## src/design/tc_pkg.sv

```systemverilog
`timescale 1ns / 1ps
// ----------------------------------------------------------------------------
// tc_pkg: tetrahedron circumsphere shared definitions
// Widths of the exact integer datapath, the front-to-back queue entry type
// and the back-end state encoding.
// ----------------------------------------------------------------------------
package tc_pkg;
	localparam int COORD_BITS      = 16;
	localparam int COORD_FRAC_BITS = 8;
	localparam int SH    = 16 - COORD_FRAC_BITS;
	localparam int CW    = COORD_BITS;
	localparam int EW    = CW + 1;
	localparam int SQW   = 2 * EW + 2;
	localparam int CRW   = 2 * EW + 1;
	localparam int DETW  = EW + CRW + 2;
	localparam int NUMW  = SQW + CRW + 2;
	localparam int TW    = NUMW + SH + 2;
	localparam int MAGW  = TW - 1;
	localparam int DENW  = DETW + 1;
	localparam int QW    = 33;
	localparam int DSHW  = DENW + QW;
	localparam int DW    = 34;
	localparam int SW    = 2 * DW + 2;
	localparam int RW    = SW / 2;
	localparam int RMW   = RW + 2;
	localparam int CNTW  = 6;
	localparam int QDEPTH = 4;
	localparam int QAW   = $clog2(QDEPTH);

	typedef struct packed {
		logic [2:0][MAGW-1:0] tmag;
		logic [2:0]           neg;
		logic [DENW-1:0]      den;
		logic                 deg;
		logic [2:0][CW-1:0]   p0;
	} q_entry_t;

	typedef enum logic [6:0] {
		S_IDLE = 7'b0000001,
		S_DIV  = 7'b0000010,
		S_CEN  = 7'b0000100,
		S_SQR  = 7'b0001000,
		S_SUM  = 7'b0010000,
		S_ROOT = 7'b0100000,
		S_DONE = 7'b1000000
	} back_state_t;
endpackage

```

## src/design/tc_queue.sv

```systemverilog
`timescale 1ns / 1ps
// ----------------------------------------------------------------------------
// tc_queue: front-to-back decoupling queue
// Small register queue of determinant results between the two halves.
// ----------------------------------------------------------------------------
module tc_queue import tc_pkg::*; (
	input  logic     clk,
	input  logic     arst_n,
	input  logic     wr,
	input  q_entry_t wdata,
	output logic     q_full,
	input  logic     rd,
	output q_entry_t rdata,
	output logic     q_empty
);
	q_entry_t       mem_q [QDEPTH];
	logic [QAW-1:0] wp_q, rp_q;
	logic [QAW:0]   cnt_q;
	logic           do_wr, do_rd;

	assign q_full  = (cnt_q == (QAW+1)'(QDEPTH));
	assign q_empty = (cnt_q == '0);
	assign do_wr   = wr && !q_full;
	assign do_rd   = rd && !q_empty;
	assign rdata   = mem_q[rp_q];

	always_ff @(posedge clk or negedge arst_n) begin
		if (!arst_n) begin
			wp_q  <= '0;
			rp_q  <= '0;
			cnt_q <= '0;
		end else begin
			if (do_wr) wp_q <= wp_q + 1'b1;
			if (do_rd) rp_q <= rp_q + 1'b1;
			cnt_q <= cnt_q + (QAW+1)'(do_wr) - (QAW+1)'(do_rd);
		end
	end

	always_ff @(posedge clk) begin
		if (do_wr) mem_q[wp_q] <= wdata;
	end
endmodule

```

## config.mk

```make
export PLATFORM = sky130hd
export DESIGN_NAME = tc_queue
export DESIGN_NICKNAME = d
export VERILOG_FILES = /design/src/design/tc_pkg.sv /design/src/design/tc_queue.sv
export SDC_FILE = /design/constraint.sdc
export NUM_CORES = 1
export LEC_CHECK = 0
export BUFFER_PORTS_ARGS = -buffer_cell sky130_fd_sc_hd__buf_2
export CAP_MARGIN = 20
export CORE_MARGIN = 2
export CORE_UTILIZATION = 50
export CTS_CLUSTER_DIAMETER = 30
export DETAILED_ROUTE_END_ITERATION = 16
export GPL_TIMING_DRIVEN = 0
export HOLD_SLACK_MARGIN = 0.15
export PLACE_DENSITY = 0.74
export SLEW_MARGIN = 15
export SYNTH_ARGS = -nofsm -noshare
export SYNTH_HDL_FRONTEND = slang
export SYNTH_SLANG_ARGS = --single-unit
```

## constraint.sdc

```tcl
create_clock -name clk -period 14.1 [get_ports clk]
set_input_delay 2.82 -clock clk [delete_from_list [all_inputs] [get_ports clk]]
set_output_delay 2.82 -clock clk [all_outputs]
set_load 0.03 [all_outputs]
```

; After elaboration in Yosys (flattened, before gate mapping)
; Memory sizes are Yosys's and may differ from the RTL's.
; Index checks and enable logic that the tools add are counted.
[word_totals]
ff_bits = 7
mem_bits_rw = 1412
in_bits = 357
output_inout_bits = 355
word_cells = 16
n_memories = 1
[op_classes]
add_sub_neg = 4
eq_ne = 1
mux = 2
n_reduce_logical = 5
[memory_table]
columns = name, depth, word_bits, read_ports, rd_ports_with_merged_regs, write_ports, line
row1 = mem_q, 4, 353, 1, 0, 1, tc_queue.sv:16  ; q_entry_t mem_q [QDEPTH];
[op_table]
columns = operator, count
row1 = $add A2 B1 Y2 const B, 2
row2 = $add A3 B1 Y3, 1
row3 = $eq A3 B3 Y1 const B, 1
row4 = $logic_not A3 Y1, 1
row5 = $sub A3 B1 Y3, 1
row6 = $logic_and A1 B1 Y1, 2
row7 = $logic_not A1 Y1, 2
row8 = $mux W1, 2

; Logic depth before layout (Yosys ltp)
; Gate-level depths: netlist of the first run.
[depth]
word_depth = 5
mapped_depth = 8
depth_no_buf = 8

; Worst setup path before layout of the first run
; No wires, ideal clock.
[synth_path]
path_kind = input-to-reg
start = in wr
end = mem mem_q[0][0] (netlist bit), enable pin
setup_time_ps = 764
arrival_time_ps = 10880
required_time_ps = 13336
slack_ps = 2457
cell_stages = 1
n_path_buf = 0
path_cell_list = and3b_1
[synth_between]
elab_chain_cells = 3
[synth_rtl]
columns = element, line
row1 = start: declaration, tc_queue.sv:9  ; input logic wr,
row2 = $logic_and A1 B1 Y1, tc_queue.sv:23  ; assign do_wr = wr && !q_full;
row3 = $mux W1, tc_queue.sv:40  ; if (do_wr) mem_q[wp_q] <= wdata;
row4 = $mux W1 (implied by the code), tc_queue.sv:40
row5 = end: declaration, tc_queue.sv:16
; Every way passes these cells.

==> results of run 1 <==
-- cell type report --
type                    instances  area, µm²
well taps                    1380       1730
clock buffers                 266       6170
fillers                      6430      36800
plain buffers                  79        975
inverters                       6       22.5
clock inverters               185       2120
flip-flops and latches       1419      42600
repair buffers                746       4440
diodes                         41        103
multi-input cells             381       8230
-- per-layer routing --
layer | vias up | GRT usage (%)
met2 | 1363 | 40.2
met5 | - | 0
met3 | 289 | 9.62
met4 | 60 | 9.16
li1 | 10400 | -
met1 | 13200 | 27.9
-- worst min path at each step --
stage / depth (start not counted) / from / slack (ps) / endpoint
4_1_cts: 1 / cnt_q[0]$_DFF_PN0_ / 680 / cnt_q[0]$_DFF_PN0_
5_1_grt: 2 / wp_q[1]$_DFFE_PN0P_ / 700 / wp_q[1]$_DFFE_PN0P_
3_5_place_dp: 2 / wp_q[1]$_DFFE_PN0P_ / 640 / wp_q[1]$_DFFE_PN0P_
6_report: 2 / wp_q[1]$_DFFE_PN0P_ / 670 / wp_q[1]$_DFFE_PN0P_
3_3_place_gp: 2 / wp_q[1]$_DFFE_PN0P_ / 580 / wp_q[1]$_DFFE_PN0P_
2_1_floorplan: 2 / wp_q[1]$_DFFE_PN0P_ / 540 / wp_q[1]$_DFFE_PN0P_
-- metrics by stage --
stage / utilization [%] / hold slack [ps] / area, µm² / power [mW]
6_report: 64.3 / 673 / 66400 / 17.1
3_3_place_gp: 55.3 / 579 / 57100 / 11.6
3_5_place_dp: 56.2 / 641 / 58000 / 11.2
2_1_floorplan: - / 543 / 51800 / 9.76
5_1_grt: 64.2 / 698 / 66300 / 17.6
4_1_cts: 64.2 / 676 / 66300 / 17.2
-- state kept, by name, summed over array words and instances, names as in the netlist --
signal / cells
cnt_q: 3
wp_q: 2
rp_q: 2
mem_q: 1412
-- cell families (layout without fill, tap and decap cells) --
logic type / Yosys count / after routing / share of synthesized area (%)
DFF: 1419 / 1419 / 82.2
muxes: 353 / 353 / 15.4
buffers and inverters: 85 / 1282 / 1.93
and+or+nand+nor: 13 / 13 / 0.200
adders and majority gates: 7 / 7 / 0.184
AOI/OAI and AO/OA: 4 / 4 / 0.0604
xor gates and xnor gates: 4 / 4 / 0.0676
other: 0 / 41 / 0
-- cell usage after synthesis, drive strengths merged (2+ instances only) --
cell / number
mux4: 353
nand2b: 4
buf: 73
edfxtp: 1412
ha: 6
xnor2: 4
and3b: 4
dfrtp: 7
clkbuf: 6
nand4bb: 2
o211ai: 2
inv: 6
-- placed cells by master, fill, tap and decap left out, types with 24 or more instances in the layout --
| master | instances |
|---|---|
| diode_2 | 41 |
| buf_2 | 744 |
| bufinv_16 | 30 |
| clkbuf_16 | 243 |
| clkinv_1 | 24 |
| clkinvlp_4 | 29 |
| buf_16 | 24 |
| edfxtp_1 | 1412 |
| buf_12 | 49 |
| mux4_2 | 352 |
| inv_6 | 26 |
| clkinv_4 | 26 |
| clkbuf_1 | 29 |
| clkinv_2 | 34 |
-- report_power, final --
| group | leakage (nW) | internal [mW] | switching, mW |
|---|---|---|---|
| Combinational | 6.06 | 1.96 | 3.50 |
| Sequential | 13.0 | 5.55 | 0.212 |
| Clock | 3.97 | 3.73 | 2.10 |
| Total | 23.1 | 11.2 | 5.81 |
-- worst register-to-register path, delay by kind of cell, from the launching register on --
family / cells / cell delay [ps]
flops: 1 / 460
buf+inv: 4 / 1260
simple gates: 2 / 1040
==> reports/metrics.cfg, run 1 <==
[run_status]
outcome=finished clean

[synthesis]
yosysSeqAreaShare_pct=82.2
ys_warn_count=0
synth_edf_count=1412
ys_seq_elements=1419
synth_fp_nets=2249
ys.flop_type=edfxtp_1
synth_area_per_cell_um2=27.5
synth_area_um2=51800
synth.distinct_cells=22
yosysTopAreaCell=edfxtp_1
synth_top_area_share_pct=81.9
synthCells=1885
async_reset_ff_share_pct=0.493
synthTopCellsByArea=edfxtp_1 (82%), mux4_2 (15%), buf_12 (1.5%), dfrtp_1 (0.34%), buf_2 (0.32%)

[global_route]
grt_max_degree=45
grtUsageTotal_pct=24.0
grt_pass1_wl_mm=184
grt-ovfl-total=0
grt_pass1_vias=27300
antenna_found_initial=54

[placed_design]
dp_slack_ps=8740
dp.cells=4011
hpwl_mm=77.3
place.port_buffers=711
place_congestion=0.804

[clocking]
cts.htree.levels=4
clock_sinks=1419
clock_latency_ps=800
cts.clk_slew.worst_paths_ps=60
cts_hold_buf=0
cts.path.max_buffers=3
cts_tree=built
cts_setup_buffers=0
ctsResizeCount=0
cts-root-buf=clkbuf_16
cts_buffers=239

[timing]
rsz0062_at_grt=no
final_hold_viol_count=0
drv_slew=0
period_share_pct=42.8
finalSetupViolations=0
worst_pin_slew_ps=931
clock_skew_ps=56.3
relSlewSlack_pct=37.9
fmax_ghz=0.166
finalSetupTns_ps=0
fin_ws_ps=8060
finalCriticalPeriod_ps=6040

[detailed_routing]
dr_wl_met2_mm=65.7
detail_route.wl_per_cell_um=28.3
ant_nets=0
highest_layer=met5
drtIter0Drc=2295
viasPerCell=5.62
num_vias=25300
wirelength_mm=127
drt_first_pass_iters=5
wl_met1_mm=43.4
met3RoutedLength_mm=13.9
drc=0

[floorplan]
io_pins=712
die_area_um2=106000
die-width_um=326
rows=118
die_y_um=326
initial_core_util_pct=50.2
core_um2=103000

[critical_path]
cpPeakStageDelay_ps=520
path_class=flop to output pin
crit_fanout=11
crit_path_end_kind=output pin
startpoint=rp_q[1]$_DFFE_PN0P_
path_common_cell=buf_2
worstReg2RegStart=cnt_q[2]$_DFF_PN0_
crit_buf_inv=4
r2r_slack_ps=10920
cp.required_ps=11280
start_kind=flop
slowest_stage=buf_2
cp.depth=5
path_cells=buf_2 -> buf_2 -> buf_2 -> mux4_2 -> buf_2
worstPathArrival_ps=3220
reg2reg_depth=6
crit_family=buffers and inverters
worstSetupEndpoint=rdata[313]
r2r-end=mem_q[3][106]$_DFFE_PP_

[worst_hold_path]
hold_path.class=flop to flop

[power_and_ir_drop]
p_per_area_nw_per_um2=257
vdd_drop_max_mv=0.200
power.leakage_nw=23.1

[layout]
fin_cells=4503
nets=3236
syn2layout_area_growth_pct=28.1
drive_gt1_share_pct=51.3

[job]
max_cap_viol_count=0

Note: power is estimated with default switching activity, not from simulation.
==> run 2: changes to the inputs <==
==> constraint.sdc (replaced) <==
create_clock -name clk -period 6 [get_ports clk]
set_input_delay 1.2 -clock clk [delete_from_list [all_inputs] [get_ports clk]]
set_output_delay 1.2 -clock clk [all_outputs]
set_load 0.03 [all_outputs]
==> run 2 against run 1 <==
Against the previous run: non-clock buffer count grew 2; worst hold slack lost 450 ps; combinational power grew 130%; clock skew grew 19 ps; cell count shrank 0.16%; wire length grew 1.2%; via count grew 0.15%.
==> reports/metrics.cfg, run 2 (synthesis gave the netlist of run 1 again) <==
[run_status]
outcome=finished clean

[timing]
drv_slew=0  ; unchanged
relSlewSlack_pct=34.3  ; -3.7 points
fmax_ghz=0.226
worst_pin_slew_ps=986  ; +55.3 ps
period_share_pct=73.7
finalSetupTns_ps=0  ; unchanged
finalSetupViolations=0  ; unchanged
final_hold_viol_count=0  ; unchanged
clock_skew_ps=75.0  ; +18.7 ps
fin_ws_ps=1580  ; -6490 ps
finalCriticalPeriod_ps=4420
rsz0062_at_grt=no

[global_route]
grtUsageTotal_pct=24.3  ; +0.28 points
antenna_found_initial=66  ; +22%
grt_max_degree=46  ; +2.2%
grt_pass1_wl_mm=186  ; +0.84%
grt-ovfl-total=0  ; unchanged
grt_pass1_vias=27300  ; +0.18%

[detailed_routing]
viasPerCell=5.64  ; +0.31%
detail_route.wl_per_cell_um=28.7  ; +1.3%
num_vias=25400  ; +0.15%
drtIter0Drc=2335  ; +1.7%
drc=0  ; unchanged
ant_nets=0  ; unchanged
drt_first_pass_iters=5  ; unchanged
wirelength_mm=129  ; +1.2%

[placed_design]
dp_slack_ps=2170  ; -6570 ps
place_congestion=0.807  ; +0.37%
hpwl_mm=77.5  ; +0.22%
place.port_buffers=711  ; unchanged

[critical_path]
reg2reg_depth=6  ; unchanged
crit_path_end_kind=output pin
r2r_slack_ps=3040  ; -7880 ps
worstPathArrival_ps=3220  ; about the same
path_class=flop to output pin
worstReg2RegStart=cnt_q[2]$_DFF_PN0_
r2r-end=mem_q[2][176]$_DFFE_PP_
cp.required_ps=4800  ; -6480 ps
crit_fanout=10  ; -1
start_kind=flop

[layout]
largest_reg_flops=1412  ; unchanged
regMostFlops=mem_q
mostFrequentLayoutCells=edfxtp_1 (1412), buf_2 (744), mux4_2 (352), clkbuf_16 (240), buf_12 (58)
reg_top3=mem_q (1412), cnt_q (3)
nets=3236  ; unchanged
layout_commonest_cell=edfxtp_1
multi_input_area_um2=8230  ; unchanged
fin_util_pct=64.4  ; +0.074 points
fill_cells=6337  ; -1.4%
drive_gt1_share_pct=51.6  ; +0.34 points
syn2layout_area_growth_pct=28.3
seq_area_um2=42600  ; unchanged

[worst_hold_path]
hold_path.class=input port to asynchronous set/reset pin

[floorplan]
io_pins=712  ; unchanged
die_area_um2=106000  ; unchanged
die-width_um=326  ; unchanged
initial_core_util_pct=50.2  ; unchanged
core_um2=103000  ; unchanged
rows=118  ; unchanged
die_y_um=326  ; unchanged

[clocking]
cts-root-buf=clkbuf_16
cts_setup_buffers=0  ; unchanged
cts.htree.levels=4  ; unchanged
cts.clk_slew.worst_paths_ps=50  ; about the same
clock_latency_ps=820  ; +20 ps
cts_tree=built
cts.path.max_buffers=3  ; unchanged
cts_buffers=237  ; -0.84%
ctsResizeCount=0  ; unchanged
cts_hold_buf=0  ; unchanged
clock_sinks=1419  ; unchanged

[power_and_ir_drop]
power_mw=40.2  ; +140%
power.leakage_nw=23.1  ; +0.16%
vdd_drop_max_mv=0.492  ; +150%
p_per_area_nw_per_um2=606  ; +140%

[job]
max_cap_viol_count=0  ; unchanged

## run 2: cell types whose count changed in the layout (fill, tap and decap cells not counted), sizes merged, moves of 2 or more
cell    before  now
buf        819  821
bufinv      30   33
clkbuf     272  262
clkinv      91   80
diode       41   33
inv         41   57
## run 2: area by class of cell
| class | instances | share of cell area, % |
|---|---|---|
| clock inverter | 194 | 3.51 |
| buffer | 79 | 1.47 |
| tap | 1380 | 2.60 |
| antenna | 33 | 0.124 |
| sequential | 1419 | 64.1 |
| inverter | 6 | 0.0339 |
| clock buffer | 256 | 9.13 |
| timing repair buffer | 748 | 6.66 |
| multi-input combinational | 381 | 12.4 |
## run 2: worst max path at each step
stage / start / endpoint / cells after the start
finish: rp_q[1]$_DFFE_PN0P_ / rdata[258] / 4
global route: rp_q[1]$_DFFE_PN0P_ / rdata[258] / 4
global placement: wr / mem_q[1][222]$_DFFE_PP_ / 2
CTS: rp_q[1]$_DFFE_PN0P_ / rdata[258] / 4
floorplan: wr / mem_q[0][0]$_DFFE_PP_ / 1
detailed placement: rp_q[1]$_DFFE_PN0P_ / rdata[258] / 4
## run 2: power breakdown
part | switching, mW | total (mW) | leakage (nW) | internal, mW
registers | 0.498 | 13.5 | 13.0 | 13.0
clock network | 5.05 | 13.9 | 4.02 | 8.86
logic | 8.20 | 12.8 | 6.06 | 4.59
total | 13.8 | 40.2 | 23.1 | 26.5
## run 2: stage by stage
stage | area [µm²] | std cells | hold slack, ps
finish | 66400 | 4496 | 220
global route | 66400 | 4484 | 169
CTS | 66400 | 4463 | 153
detailed placement | 58000 | 4013 | 617
global placement | 57100 | 3976 | 580
floorplan | 51800 | 1885 | 543
## run 2: worst max-delay path: stages, from the launching register on
cell and delay (ps):
dfrtp_1 500, clkbuf_1 770, buf_2 510, mux4_2 450, buf_2 220
## run 2: metal layers
metal / wire length [µm] / vias to the layer above / GRT usage [%]
li1: - / 10400 / -
met1: 42300 / 13200 / 27.0
met2: 67000 / 1350 / 40.9
met3: 14300 / 324 / 10.3
met4: 4870 / 70 / 10.5
met5: 434 / - / 0
